===== config.mk =====
export PLATFORM = sky130hd
export DESIGN_NAME = delimiter_string_splitter_core
export DESIGN_NICKNAME = d
export VERILOG_FILES = /design/src/dss_pkg.sv /design/src/dss_in_stage.sv /design/src/dss_engine.sv /design/src/dss_out_stage.sv /design/src/delimiter_string_splitter_core.sv
export SDC_FILE = /design/constraint.sdc
export NUM_CORES = 1
export LEC_CHECK = 0
export BUFFER_PORTS_ARGS = -buffer_cell sky130_fd_sc_hd__buf_2
export CAP_MARGIN = 0
export CELL_PAD_IN_SITES_DETAIL_PLACEMENT = 1
export CELL_PAD_IN_SITES_GLOBAL_PLACEMENT = 1
export CORE_UTILIZATION = 25
export DETAILED_ROUTE_END_ITERATION = 8
export PLACE_DENSITY = 0.47
export SYNTH_ARGS = -nofsm -noshare
export SYNTH_HDL_FRONTEND = slang
export SYNTH_SLANG_ARGS = --single-unit

===== constraint.sdc =====
create_clock -name clock -period 13.4 [get_ports clock]
set_input_delay 2.68 -clock clock [delete_from_list [all_inputs] [get_ports clock]]
set_output_delay 2.68 -clock clock [all_outputs]
set_load 0.01 [all_outputs]

===== src/dss_pkg.sv =====
// dss_pkg: payload types, configuration types and register indexes
// for the delimiter string splitter; no dependencies
package dss_pkg;

   // configuration port
   localparam int CSR_INDEX_W = 4;
   localparam int CSR_DATA_W  = 64;
   localparam logic [CSR_INDEX_W-1:0] CSR_SEP_LENGTH = 4'd0;
   localparam logic [CSR_INDEX_W-1:0] CSR_SEP_BYTES  = 4'd1;

   // register reset values: a single space separator
   localparam logic [3:0]  SEP_LENGTH_RESET = 4'd1;
   localparam logic [63:0] SEP_BYTES_RESET  = 64'd32;

   // token counter saturates here
   localparam logic [15:0] COUNT_MAX = 16'hFFFF;

   // input transfer payload
   typedef struct packed {
      logic [7:0] data_byte;
      logic       final_byte;
   } req_type;

   // result transfer payload
   typedef struct packed {
      logic        byte_valid;
      logic [7:0]  token_byte;
      logic        token_end;
      logic        string_done;
      logic [15:0] token_total;
   } rsp_type;

   // separator settings as held by the register bank
   typedef struct packed {
      logic [3:0]  sep_length;
      logic [63:0] sep_bytes;
   } csr_type;

   // one result offered by the engine to the output register
   typedef struct packed {
      logic    emit;
      rsp_type data;
   } emit_type;

endpackage


===== src/dss_in_stage.sv =====
// dss_in_stage: input register between the request channel and the engine
// depends on dss_pkg
module dss_in_stage import dss_pkg::*; (
   input  logic    clock,
   input  logic    reset,
   input  logic    req_valid,
   output logic    req_stall,
   input  req_type req_data,
   output logic    item_valid,
   output req_type item,
   input  logic    item_take
);

   logic    valid_ff;
   logic    valid_in;
   req_type data_ff;
   logic    load;

   // the register frees up in the same cycle the engine takes its item
   assign req_stall = valid_ff && !item_take;
   assign load      = req_valid && !req_stall;

   always_comb begin
      valid_in = valid_ff;
      if (item_take || !valid_ff) begin
         valid_in = req_valid;
      end
   end

   always_ff @(posedge clock) begin
      if (reset) begin
         valid_ff <= 1'b0;
      end else begin
         valid_ff <= valid_in;
      end
   end

   // payload needs no reset
   always_ff @(posedge clock) begin
      if (load) begin
         data_ff <= req_data;
      end
   end

   assign item_valid = valid_ff;
   assign item       = data_ff;

endmodule


===== src/dss_engine.sv =====
// dss_engine: lookahead window, separator compare, held token byte and
// token counter; one scan step and at most one result per cycle while
// out_ready is high; depends on dss_pkg
module dss_engine import dss_pkg::*; #(
   parameter int MAX_SEPARATOR = 8
) (
   input  logic     clock,
   input  logic     reset,
   input  csr_type  csr,
   input  logic     item_valid,
   input  req_type  item,
   output logic     item_take,
   input  logic     out_ready,
   output emit_type result
);

   localparam int FILL_W = $clog2(MAX_SEPARATOR + 1);

   typedef enum logic [4:0] {
      MODE_SCAN  = 5'b00001,
      MODE_LOOP  = 5'b00010,
      MODE_TAIL  = 5'b00100,
      MODE_CLOSE = 5'b01000,
      MODE_DONE  = 5'b10000
   } mode_type;

   mode_type          mode_ff, mode_in;
   logic [7:0]        win_ff [MAX_SEPARATOR];
   logic [7:0]        win_in [MAX_SEPARATOR];
   logic [FILL_W-1:0] fill_ff, fill_in;
   logic [7:0]        held_ff, held_in;
   logic              held_valid_ff, held_valid_in;
   logic [15:0]       count_ff, count_in;
   logic              last_ff, last_in;

   logic [FILL_W-1:0] len;
   logic [7:0]        base_win [MAX_SEPARATOR];
   logic [FILL_W-1:0] base_fill;
   logic [7:0]        sh1_win [MAX_SEPARATOR];
   logic [7:0]        shl_win [MAX_SEPARATOR];
   logic              match;
   logic              busy;

   // separator length in force, clamped to 1..MAX_SEPARATOR
   always_comb begin
      if (csr.sep_length == 4'd0) begin
         len = FILL_W'(1);
      end else if (int'(csr.sep_length) > MAX_SEPARATOR) begin
         len = FILL_W'(MAX_SEPARATOR);
      end else begin
         len = FILL_W'(csr.sep_length);
      end
   end

   // window as seen by this cycle's step: the new byte joins it on a scan
   always_comb begin
      for (int i = 0; i < MAX_SEPARATOR; i++) begin
         base_win[i] = win_ff[i];
         if (mode_ff == MODE_SCAN && fill_ff == FILL_W'(i)) begin
            base_win[i] = item.data_byte;
         end
      end
      base_fill = fill_ff;
      if (mode_ff == MODE_SCAN && int'(fill_ff) < MAX_SEPARATOR) begin
         base_fill = fill_ff + FILL_W'(1);
      end
   end

   // separator compare over the first len window bytes
   always_comb begin
      match = 1'b1;
      for (int j = 0; j < MAX_SEPARATOR; j++) begin
         if (FILL_W'(j) < len && base_win[j] != csr.sep_bytes[8*j +: 8]) begin
            match = 1'b0;
         end
      end
   end

   // window dropped by one byte and by a whole separator
   always_comb begin
      for (int i = 0; i < MAX_SEPARATOR; i++) begin
         sh1_win[i] = base_win[i];
         shl_win[i] = base_win[i];
         if (i + 1 < MAX_SEPARATOR) begin
            sh1_win[i] = base_win[i+1];
         end
         for (int k = 1; k < MAX_SEPARATOR - i; k++) begin
            if (len == FILL_W'(k)) begin
               shl_win[i] = base_win[i+k];
            end
         end
      end
   end

   // one step of the scan
   always_comb begin
      mode_in       = mode_ff;
      win_in        = win_ff;
      fill_in       = fill_ff;
      held_in       = held_ff;
      held_valid_in = held_valid_ff;
      count_in      = count_ff;
      last_in       = last_ff;
      result        = '0;
      busy          = 1'b0;

      case (mode_ff)
         MODE_SCAN, MODE_LOOP: begin
            busy    = (mode_ff == MODE_LOOP) || item_valid;
            last_in = (mode_ff == MODE_SCAN) ? item.final_byte : last_ff;
            win_in  = base_win;
            fill_in = base_fill;
            if (base_fill >= len) begin
               if (match) begin
                  // separator found: drop it and close the open token
                  win_in  = shl_win;
                  fill_in = base_fill - len;
                  if (held_valid_ff) begin
                     result.emit            = 1'b1;
                     result.data.byte_valid = 1'b1;
                     result.data.token_byte = held_ff;
                     result.data.token_end  = 1'b1;
                     if (count_ff != COUNT_MAX) begin
                        count_in = count_ff + 16'd1;
                     end
                     held_valid_in = 1'b0;
                  end
               end else begin
                  // oldest byte joins the token, the held one goes out
                  win_in        = sh1_win;
                  fill_in       = base_fill - FILL_W'(1);
                  result.emit   = held_valid_ff;
                  result.data.byte_valid = 1'b1;
                  result.data.token_byte = held_ff;
                  held_in       = base_win[0];
                  held_valid_in = 1'b1;
               end
            end
            if (fill_in >= len) begin
               mode_in = MODE_LOOP;
            end else if (last_in) begin
               mode_in = (fill_in != '0) ? MODE_TAIL : MODE_CLOSE;
            end else begin
               mode_in = MODE_SCAN;
            end
         end
         MODE_TAIL: begin
            // short tail: leftover window bytes join the token
            busy          = 1'b1;
            win_in        = sh1_win;
            fill_in       = fill_ff - FILL_W'(1);
            result.emit   = held_valid_ff;
            result.data.byte_valid = 1'b1;
            result.data.token_byte = held_ff;
            held_in       = win_ff[0];
            held_valid_in = 1'b1;
            if (fill_ff == FILL_W'(1)) begin
               mode_in = MODE_CLOSE;
            end
         end
         MODE_CLOSE: begin
            busy = 1'b1;
            if (held_valid_ff) begin
               result.emit            = 1'b1;
               result.data.byte_valid = 1'b1;
               result.data.token_byte = held_ff;
               result.data.token_end  = 1'b1;
               if (count_ff != COUNT_MAX) begin
                  count_in = count_ff + 16'd1;
               end
               held_valid_in = 1'b0;
            end
            mode_in = MODE_DONE;
         end
         MODE_DONE: begin
            // done result, then back to an empty string
            busy                    = 1'b1;
            result.emit             = 1'b1;
            result.data.string_done = 1'b1;
            result.data.token_total = count_ff;
            count_in                = '0;
            fill_in                 = '0;
            held_valid_in           = 1'b0;
            last_in                 = 1'b0;
            mode_in                 = MODE_SCAN;
         end
         default: begin
            mode_in = MODE_SCAN;
         end
      endcase

      // nothing moves unless a step runs and the output register can take a result
      if (!out_ready || !busy) begin
         result.emit = 1'b0;
      end
   end

   assign item_take = out_ready && (mode_ff == MODE_SCAN) && item_valid;

   // control state
   always_ff @(posedge clock) begin
      if (reset) begin
         mode_ff       <= MODE_SCAN;
         fill_ff       <= '0;
         held_valid_ff <= 1'b0;
         count_ff      <= '0;
         last_ff       <= 1'b0;
      end else if (out_ready && busy) begin
         mode_ff       <= mode_in;
         fill_ff       <= fill_in;
         held_valid_ff <= held_valid_in;
         count_ff      <= count_in;
         last_ff       <= last_in;
      end
   end

   // window and held byte payload
   always_ff @(posedge clock) begin
      if (out_ready && busy) begin
         win_ff  <= win_in;
         held_ff <= held_in;
      end
   end

endmodule


===== src/dss_out_stage.sv =====
// dss_out_stage: result register between the engine and the result channel
// depends on dss_pkg
module dss_out_stage import dss_pkg::*; (
   input  logic     clock,
   input  logic     reset,
   input  emit_type result,
   output logic     out_ready,
   output logic     rsp_valid,
   input  logic     rsp_stall,
   output rsp_type  rsp_data
);

   logic    valid_ff;
   logic    valid_in;
   rsp_type data_ff;

   // a new result may enter while the held one leaves
   assign out_ready = !valid_ff || !rsp_stall;

   always_comb begin
      valid_in = valid_ff;
      if (out_ready) begin
         valid_in = result.emit;
      end
   end

   always_ff @(posedge clock) begin
      if (reset) begin
         valid_ff <= 1'b0;
      end else begin
         valid_ff <= valid_in;
      end
   end

   always_ff @(posedge clock) begin
      if (out_ready && result.emit) begin
         data_ff <= result.data;
      end
   end

   assign rsp_valid = valid_ff;
   assign rsp_data  = data_ff;

endmodule


===== src/delimiter_string_splitter_core.sv =====
// delimiter_string_splitter_core: top level of the multi-byte separator
// tokenizer; depends on dss_pkg, dss_in_stage, dss_engine, dss_out_stage
//
//   port group   direction   carries
//   req_*        in          one string byte and its last-byte mark
//   rsp_*        out         one token byte with end mark, or the done count
//   csr_*        in          separator length (index 0) and bytes (index 1)
//
// Items with at most one result, such as plain bytes, stream at one per
// cycle while rsp_stall is low, through the input and output registers.
// The engine emits one result per cycle while the output register takes
// it; later items wait. A string's last byte runs its scan steps, a tail
// step per leftover byte, then close and done. Reset empties the window
// and sets the separator to a single space. A stalled result holds the
// output register and engine; the input register fills, req_stall rises.
module delimiter_string_splitter_core import dss_pkg::*; #(
   parameter int MAX_SEPARATOR = 8
) (
   input  logic                   clock,
   input  logic                   reset,
   input  logic                   req_valid,
   output logic                   req_stall,
   input  req_type                req_data,
   output logic                   rsp_valid,
   input  logic                   rsp_stall,
   output rsp_type                rsp_data,
   input  logic                   csr_write,
   input  logic [CSR_INDEX_W-1:0] csr_index,
   input  logic [CSR_DATA_W-1:0]  csr_wdata
);

   csr_type  csr_ff;
   csr_type  csr_in;
   logic     item_valid;
   req_type  item;
   logic     item_take;
   logic     out_ready;
   emit_type result;

   // register bank, writes to unknown indexes are dropped
   always_comb begin
      csr_in = csr_ff;
      if (csr_write) begin
         case (csr_index)
            CSR_SEP_LENGTH: csr_in.sep_length = csr_wdata[3:0];
            CSR_SEP_BYTES:  csr_in.sep_bytes  = csr_wdata;
            default:        csr_in = csr_ff;
         endcase
      end
   end

   always_ff @(posedge clock) begin
      if (reset) begin
         csr_ff.sep_length <= SEP_LENGTH_RESET;
         csr_ff.sep_bytes  <= SEP_BYTES_RESET;
      end else begin
         csr_ff <= csr_in;
      end
   end

   dss_in_stage u_in_stage (
      .clock      (clock),
      .reset      (reset),
      .req_valid  (req_valid),
      .req_stall  (req_stall),
      .req_data   (req_data),
      .item_valid (item_valid),
      .item       (item),
      .item_take  (item_take)
   );

   dss_engine #(
      .MAX_SEPARATOR (MAX_SEPARATOR)
   ) u_engine (
      .clock      (clock),
      .reset      (reset),
      .csr        (csr_ff),
      .item_valid (item_valid),
      .item       (item),
      .item_take  (item_take),
      .out_ready  (out_ready),
      .result     (result)
   );

   dss_out_stage u_out_stage (
      .clock     (clock),
      .reset     (reset),
      .result    (result),
      .out_ready (out_ready),
      .rsp_valid (rsp_valid),
      .rsp_stall (rsp_stall),
      .rsp_data  (rsp_data)
   );

endmodule


* Word-level counts from Yosys, hierarchy flattened
Cells that the tools add are included.
** Operators by class
- Multiplexer cells :: 82
- Reduce and logical (&&, ||, !) cells :: 55
- $add $sub $neg :: 5
- Eq/ne operators :: 33
- Order comparisons :: 12
** Operators with widths (count)
- 8-bit two-way mux :: 38
- 64-bit two-way mux :: 2
- 64-bit case mux with 2 select lines :: 1
- 16-bit two-way mux :: 4
- 8-bit != test :: 8
- 16-bit case mux with 3 select lines :: 1
- 4-bit by 3-bit == test with 1-bit output (second input constant) :: 8
- 4-bit two-way mux :: 7
- 9-bit case mux with 3 select lines :: 1
- 1-bit logical AND :: 23
- 11-bit two-way mux :: 2
- 17-bit two-way mux :: 1
- 16-bit by 1-bit adder with 16-bit output (second input constant) :: 1
- 4-bit by 2-bit == test with 1-bit output (second input constant) :: 4
- 3-bit by 4-bit less-than comparator with 1-bit output (first input constant) :: 4
- 16-bit != test (second input constant) :: 1
- 8-bit case mux with 2 select lines :: 1
- 5-bit two-way mux :: 3
- 5-bit case mux with 3 select lines :: 1
- 1-bit two-way mux :: 13
- 4-bit by 1-bit == test with 1-bit output (second input constant) :: 3
- 4-bit zero test :: 3
- 4-bit case mux with 3 select lines :: 1
- 2-bit AND reduction :: 6
- other kinds (28) :: 50
** Storage, ports and cells
- Bits in registers :: 205
- Output and inout port bits :: 29

* Depth between registers and ports, before layout
- Depth after elaboration :: 21
- Mapped depth :: 22
- Depth with buffers taken out :: 19

* Cells and area by module
A second synthesis with hierarchy kept.
** Second synthesis, totals
- Cell total of the unflattened synthesis :: 1649
- Area, all modules :: 14043.5 µm²
** Modules (own cells, without submodules)
- dss_engine :: area an instance 9974.6 µm², cells an instance 1297, instances 1
- delimiter_string_splitter_core :: area an instance 2899.0 µm², cells an instance 307, instances 1
- dss_out_stage :: area an instance 849.6 µm², cells an instance 32, instances 1
- dss_in_stage :: area an instance 320.3 µm², cells an instance 13, instances 1

* Least setup slack after synthesis
OpenSTA, ideal clock, no wires.
- Path kind :: in2reg
- From :: input port rsp_stall
- To :: register u_engine.win_ff[0] in the netlist's numbering, enable pin
- Path buffers :: 0
- Stages on the path :: 3
- Setup slack :: 6.829 ns
- Setup time :: 0.507 ns
- Data arrival time :: 6.064 ns
- Cell sequence :: nand2_1 -> o21ai_1 -> a21oi_1
** Between the ends
- Cells in the longest elaborated chain, start to end :: 4
** RTL lines
- from (decl) :: line delimiter_string_splitter_core.sv:25 : input logic rsp_stall,
- 1-bit zero test :: line dss_out_stage.sv:18 : assign out_ready = !valid_ff || !rsp_stall;
- 1-bit logical OR :: line dss_out_stage.sv:18
- 1-bit logical AND :: line dss_engine.sv:219 : if (out_ready && busy) begin
- 2-bit AND reduction (no source line)
- to (signal assigned) :: line dss_engine.sv:220 : win_ff <= win_in;
- to (decl) :: line dss_engine.sv:28 : logic [7:0] win_ff [MAX_SEPARATOR];
No other way between the ends.
A chain may end at the register's enable or synchronous reset.

==> results.md <==
- CP bufs+invs: 2
- Global-route wire length before repair: 86800 um
- FF-to-FF path depth: 19
- Initial antenna violation count: 0
- Multiplexer share of the synthesized area: around 4.2%
- Synth Area in Simple Gates: between 20% and 30%
- PostCTS Resize Cnt: 0
- Complex-gate fraction of the synthesized area: roughly a quarter
- First-pass DRT Iterations: 7
- Leakage: between 5 and 6 nW
- Synth unique cells: 80
- XOR/XNOR share of the synthesized area: under 10%
- Hold WC Path Type: flop to flop
- Max_cap viols: 0
- DR iter-0 viols: 929
- Hold_buf cts: 0
- Status: finished, final reports clean
- Mapped Cells: 1619
- Core Region: about 52000 sq um
- Crit path max fanout: 20
- ANT cells: 0
- Share of cells above drive strength 1: between 10% and 20%
- Final Max Tran Viols: 0
- Max incr delay on CP: 850 ps
- Critical path cell sequence: or4_4 > nor4_4 > mux2i_1 > inv_1 > a22oi_1 > o2111ai_1 > o41ai_1 > nor4b_2 > buf_4 > nor3_1 > a221oi_2 > ha_1 > nand2b_1 > a21o_1 > a21o_1 > a21oi_1 > nand2_1 > nor3_1 > a32o_1
- # DRC: 0
- Critical-path top delay cell: mux2i_1
- Die ar.: 53600 sq um
- Worst vdd ir: 119 uV
- Ports: ~110
- Largest cells by area after synthesis: edfxtp_1 25%, dfxtp_1 15%, nand2_1 8.0%
- Period minus WS final: between 6000 and 7000 ps
- FF/Latch Area: 5180 sq um
- CTS tree: built
- Syn_nets: roughly 1700
- CTS Buffer Depth: 3
- Multi-input combinational cell area: 7310 sq um
- Post-CTS Setup Bufs: 0
- Worst-path clk slew: about 60 ps
- Antenna Nets Post-Route: 0
- Port Buffers: 110
- Clock sink count: a little over 200
- Post-synth top cells: 281 x nand2_1, 204 x a21oi_1, 142 x nor2_1, 108 x edfxtp_1, 104 x clkbuf_1
- CP endpoint kind: flop
- DR vias/cell: between 5 and 6
- Number of cells on the critical path: 19
- Largest net degree at the start of global routing: 95
- Period utilization: 46.4%
- Initial Utilization: approximately a quarter
- Worst setup SP type: flop
- Root buffer cell: clkbuf_16
- Die H: 231 um
- Final setup skew: about 11 ps
- Sequential area share after synthesis: slightly below 40%
- Die width: roughly 230 um
- Synthesized area: between 10000 and 15000 sq um
- Power Density: 254 nW/um^2
- Slew HR: 24.9%
- Asr flop ratio synth: 0%
- Largest area contributor in the netlist: edfxtp_1
- Hold Violations, Final: 0
- Area share of the largest cell type after synthesis: roughly a quarter
- Most common cell in the netlist: nand2_1
- Flops & latches, synth: 205
- Synth Area in Adders: roughly 1.6%
- Fill count: between 6000 and 7000
- Area Overhead vs Synth: 16.4%
- Worst skew pair latency: 550 ps
- Detail Placement HPWL: between 30000 and 40000 um
- Via count of the first global-routing pass: between 10000 and 15000
- RSZ-0062 raised after global routing: no
- WS Path Type: flop to flop
- DR vias: 13000
- CTS buffer count: 26
- Number of synthesized flops with an enable pin: approximately 110
- Worst EP required: approximately 14000 ps
- Setup TNS Final: 0 ps
- Commonest register cell after synthesis: edfxtp_1
- Main combinational cell family by area after synthesis: compound AO/OA/AOI/OAI gates
- Total wire length: ~59000 um
- Row count: 83
- Power consumption: about 4 mW
- Worst Tran Pin Value: around 1100 ps
- Final GP Congestion: approximately 0.84
- Avg Inst Size Synth: a little over 8 sq um
- Post-DR wirelength/cell: about 25 um
- Achievable frequency: roughly 0.16 GHz
- H-tree levels: 1
- NumNets Final: 1776
- Delay-heaviest family, CP: simple AND/OR/NAND/NOR gates
- Hold-critical path depth: 2
- YS warnings: 0
- GRT Total Usage: 21.6%
- Final setup fails: 0
- GR Overflow Total: 0
- Crit path arrival time: 6710 ps
[through the flow]
step	util, %	cells	hold WS, ps	area (sq um)	worst slack [ps]
floorplan	-	1619	436	13200	6830
global placement	27.9	2330	454	14500	7430
detailed placement	27.9	2330	457	14500	7270
CTS	29.6	2378	470	15300	7250
global route	29.6	2378	477	15300	6730
finish	29.6	2378	462	15300	7190
[worst reg2reg max path: cells and delay by family, from the launching register on]
family | cells | cell delay, ps
flops | 1 | 460
compound gates | 8 | 1670
fa+ha+maj | 1 | 300
buf+inv | 2 | 450
mux | 1 | 860
simple gates | 7 | 2400
[registers in the layout, summed over array words and instances, names as in the netlist]
register / cells
csr_ff: 68
u_engine.count_ff: 16
u_engine.fill_ff: 4
u_engine.held_ff: 8
u_engine.held_valid_ff: 1
u_engine.last_ff: 1
u_engine.mode_ff: 5
u_engine.win_ff: 64
u_in_stage.item: 9
u_in_stage.item_valid: 1
u_out_stage.rsp_data: 27
u_out_stage.rsp_valid: 1
[power by group]
| part | total [mW] | switching [mW] | internal [mW] |
|---|---|---|---|
| Sequential | 1.05 | 0.113 | 0.934 |
| Combinational | 2.12 | 1.42 | 0.704 |
| Clock | 0.723 | 0.290 | 0.432 |
[final cells by class]
cell class                      instances  area share [%]
Inverter                               50            1.22
Timing Repair Buffer                  159            5.99
Tap cell                              680            5.55
Clock inverter                          7           0.433
Sequential cell                       205            33.8
Clock buffer                           41            5.28
Multi-Input combinational cell       1236            47.7
[final timing paths]
| kind | start | to | slack [ps] |
|---|---|---|---|
| setup / recovery | u_engine.mode_ff[1]$_SDFFE_PP0P_ | u_engine.mode_ff[2]$_SDFFE_PP0P_ | 7190 |
| hold / removal | csr_ff[56]$_SDFFE_PP0P_ | csr_ff[56]$_SDFFE_PP0P_ | 460 |
| setup reg to reg | u_engine.mode_ff[1]$_SDFFE_PP0P_ | u_engine.mode_ff[2]$_SDFFE_PP0P_ | 7190 |
| hold reg to reg | csr_ff[56]$_SDFFE_PP0P_ | csr_ff[56]$_SDFFE_PP0P_ | 460 |
[layer usage]
metal	up-vias	track usage, %	routed length [um]
met1	6533	29.0	26900
met2	319	35.9	27500
met5	-	0	0
met3	89	2.04	2360
met4	0	7.24	1950
li1	6023	-	-
[cells in the final DEF, fill, tap and decap left out, types with 12 or more instances in the layout]
cell and count:
a211oi_1 17, a21oi_1 202, a311oi_1 36, a31oi_1 19, and2_1 14, and3_1 33
buf_2 110, buf_4 49, clkbuf_16 28, dfxtp_1 97, edfxtp_1 108, ha_1 15
inv_1 49, mux2i_1 43, nand2_1 280, nand2b_1 13, nand3_1 19, nand4_1 18
nor2_1 142, nor3_1 30, nor4_1 12, o21ai_0 49, o22ai_1 67, xnor2_1 37
xor2_1 29
[kinds of logic (layout without fill, tap and decap cells)]
| kind of cell | Yosys count | count (layout) |
|---|---|---|
| AOI/OAI and AO/OA | 490 | 490 |
| muxes | 52 | 52 |
| DFF | 205 | 205 |
| xor gates and xnor gates | 66 | 66 |
| adders and majority gates | 16 | 16 |
| buffers and inverters | 178 | 257 |
| and+or+nand+nor | 612 | 612 |
(Power assumes the default switching activity.)
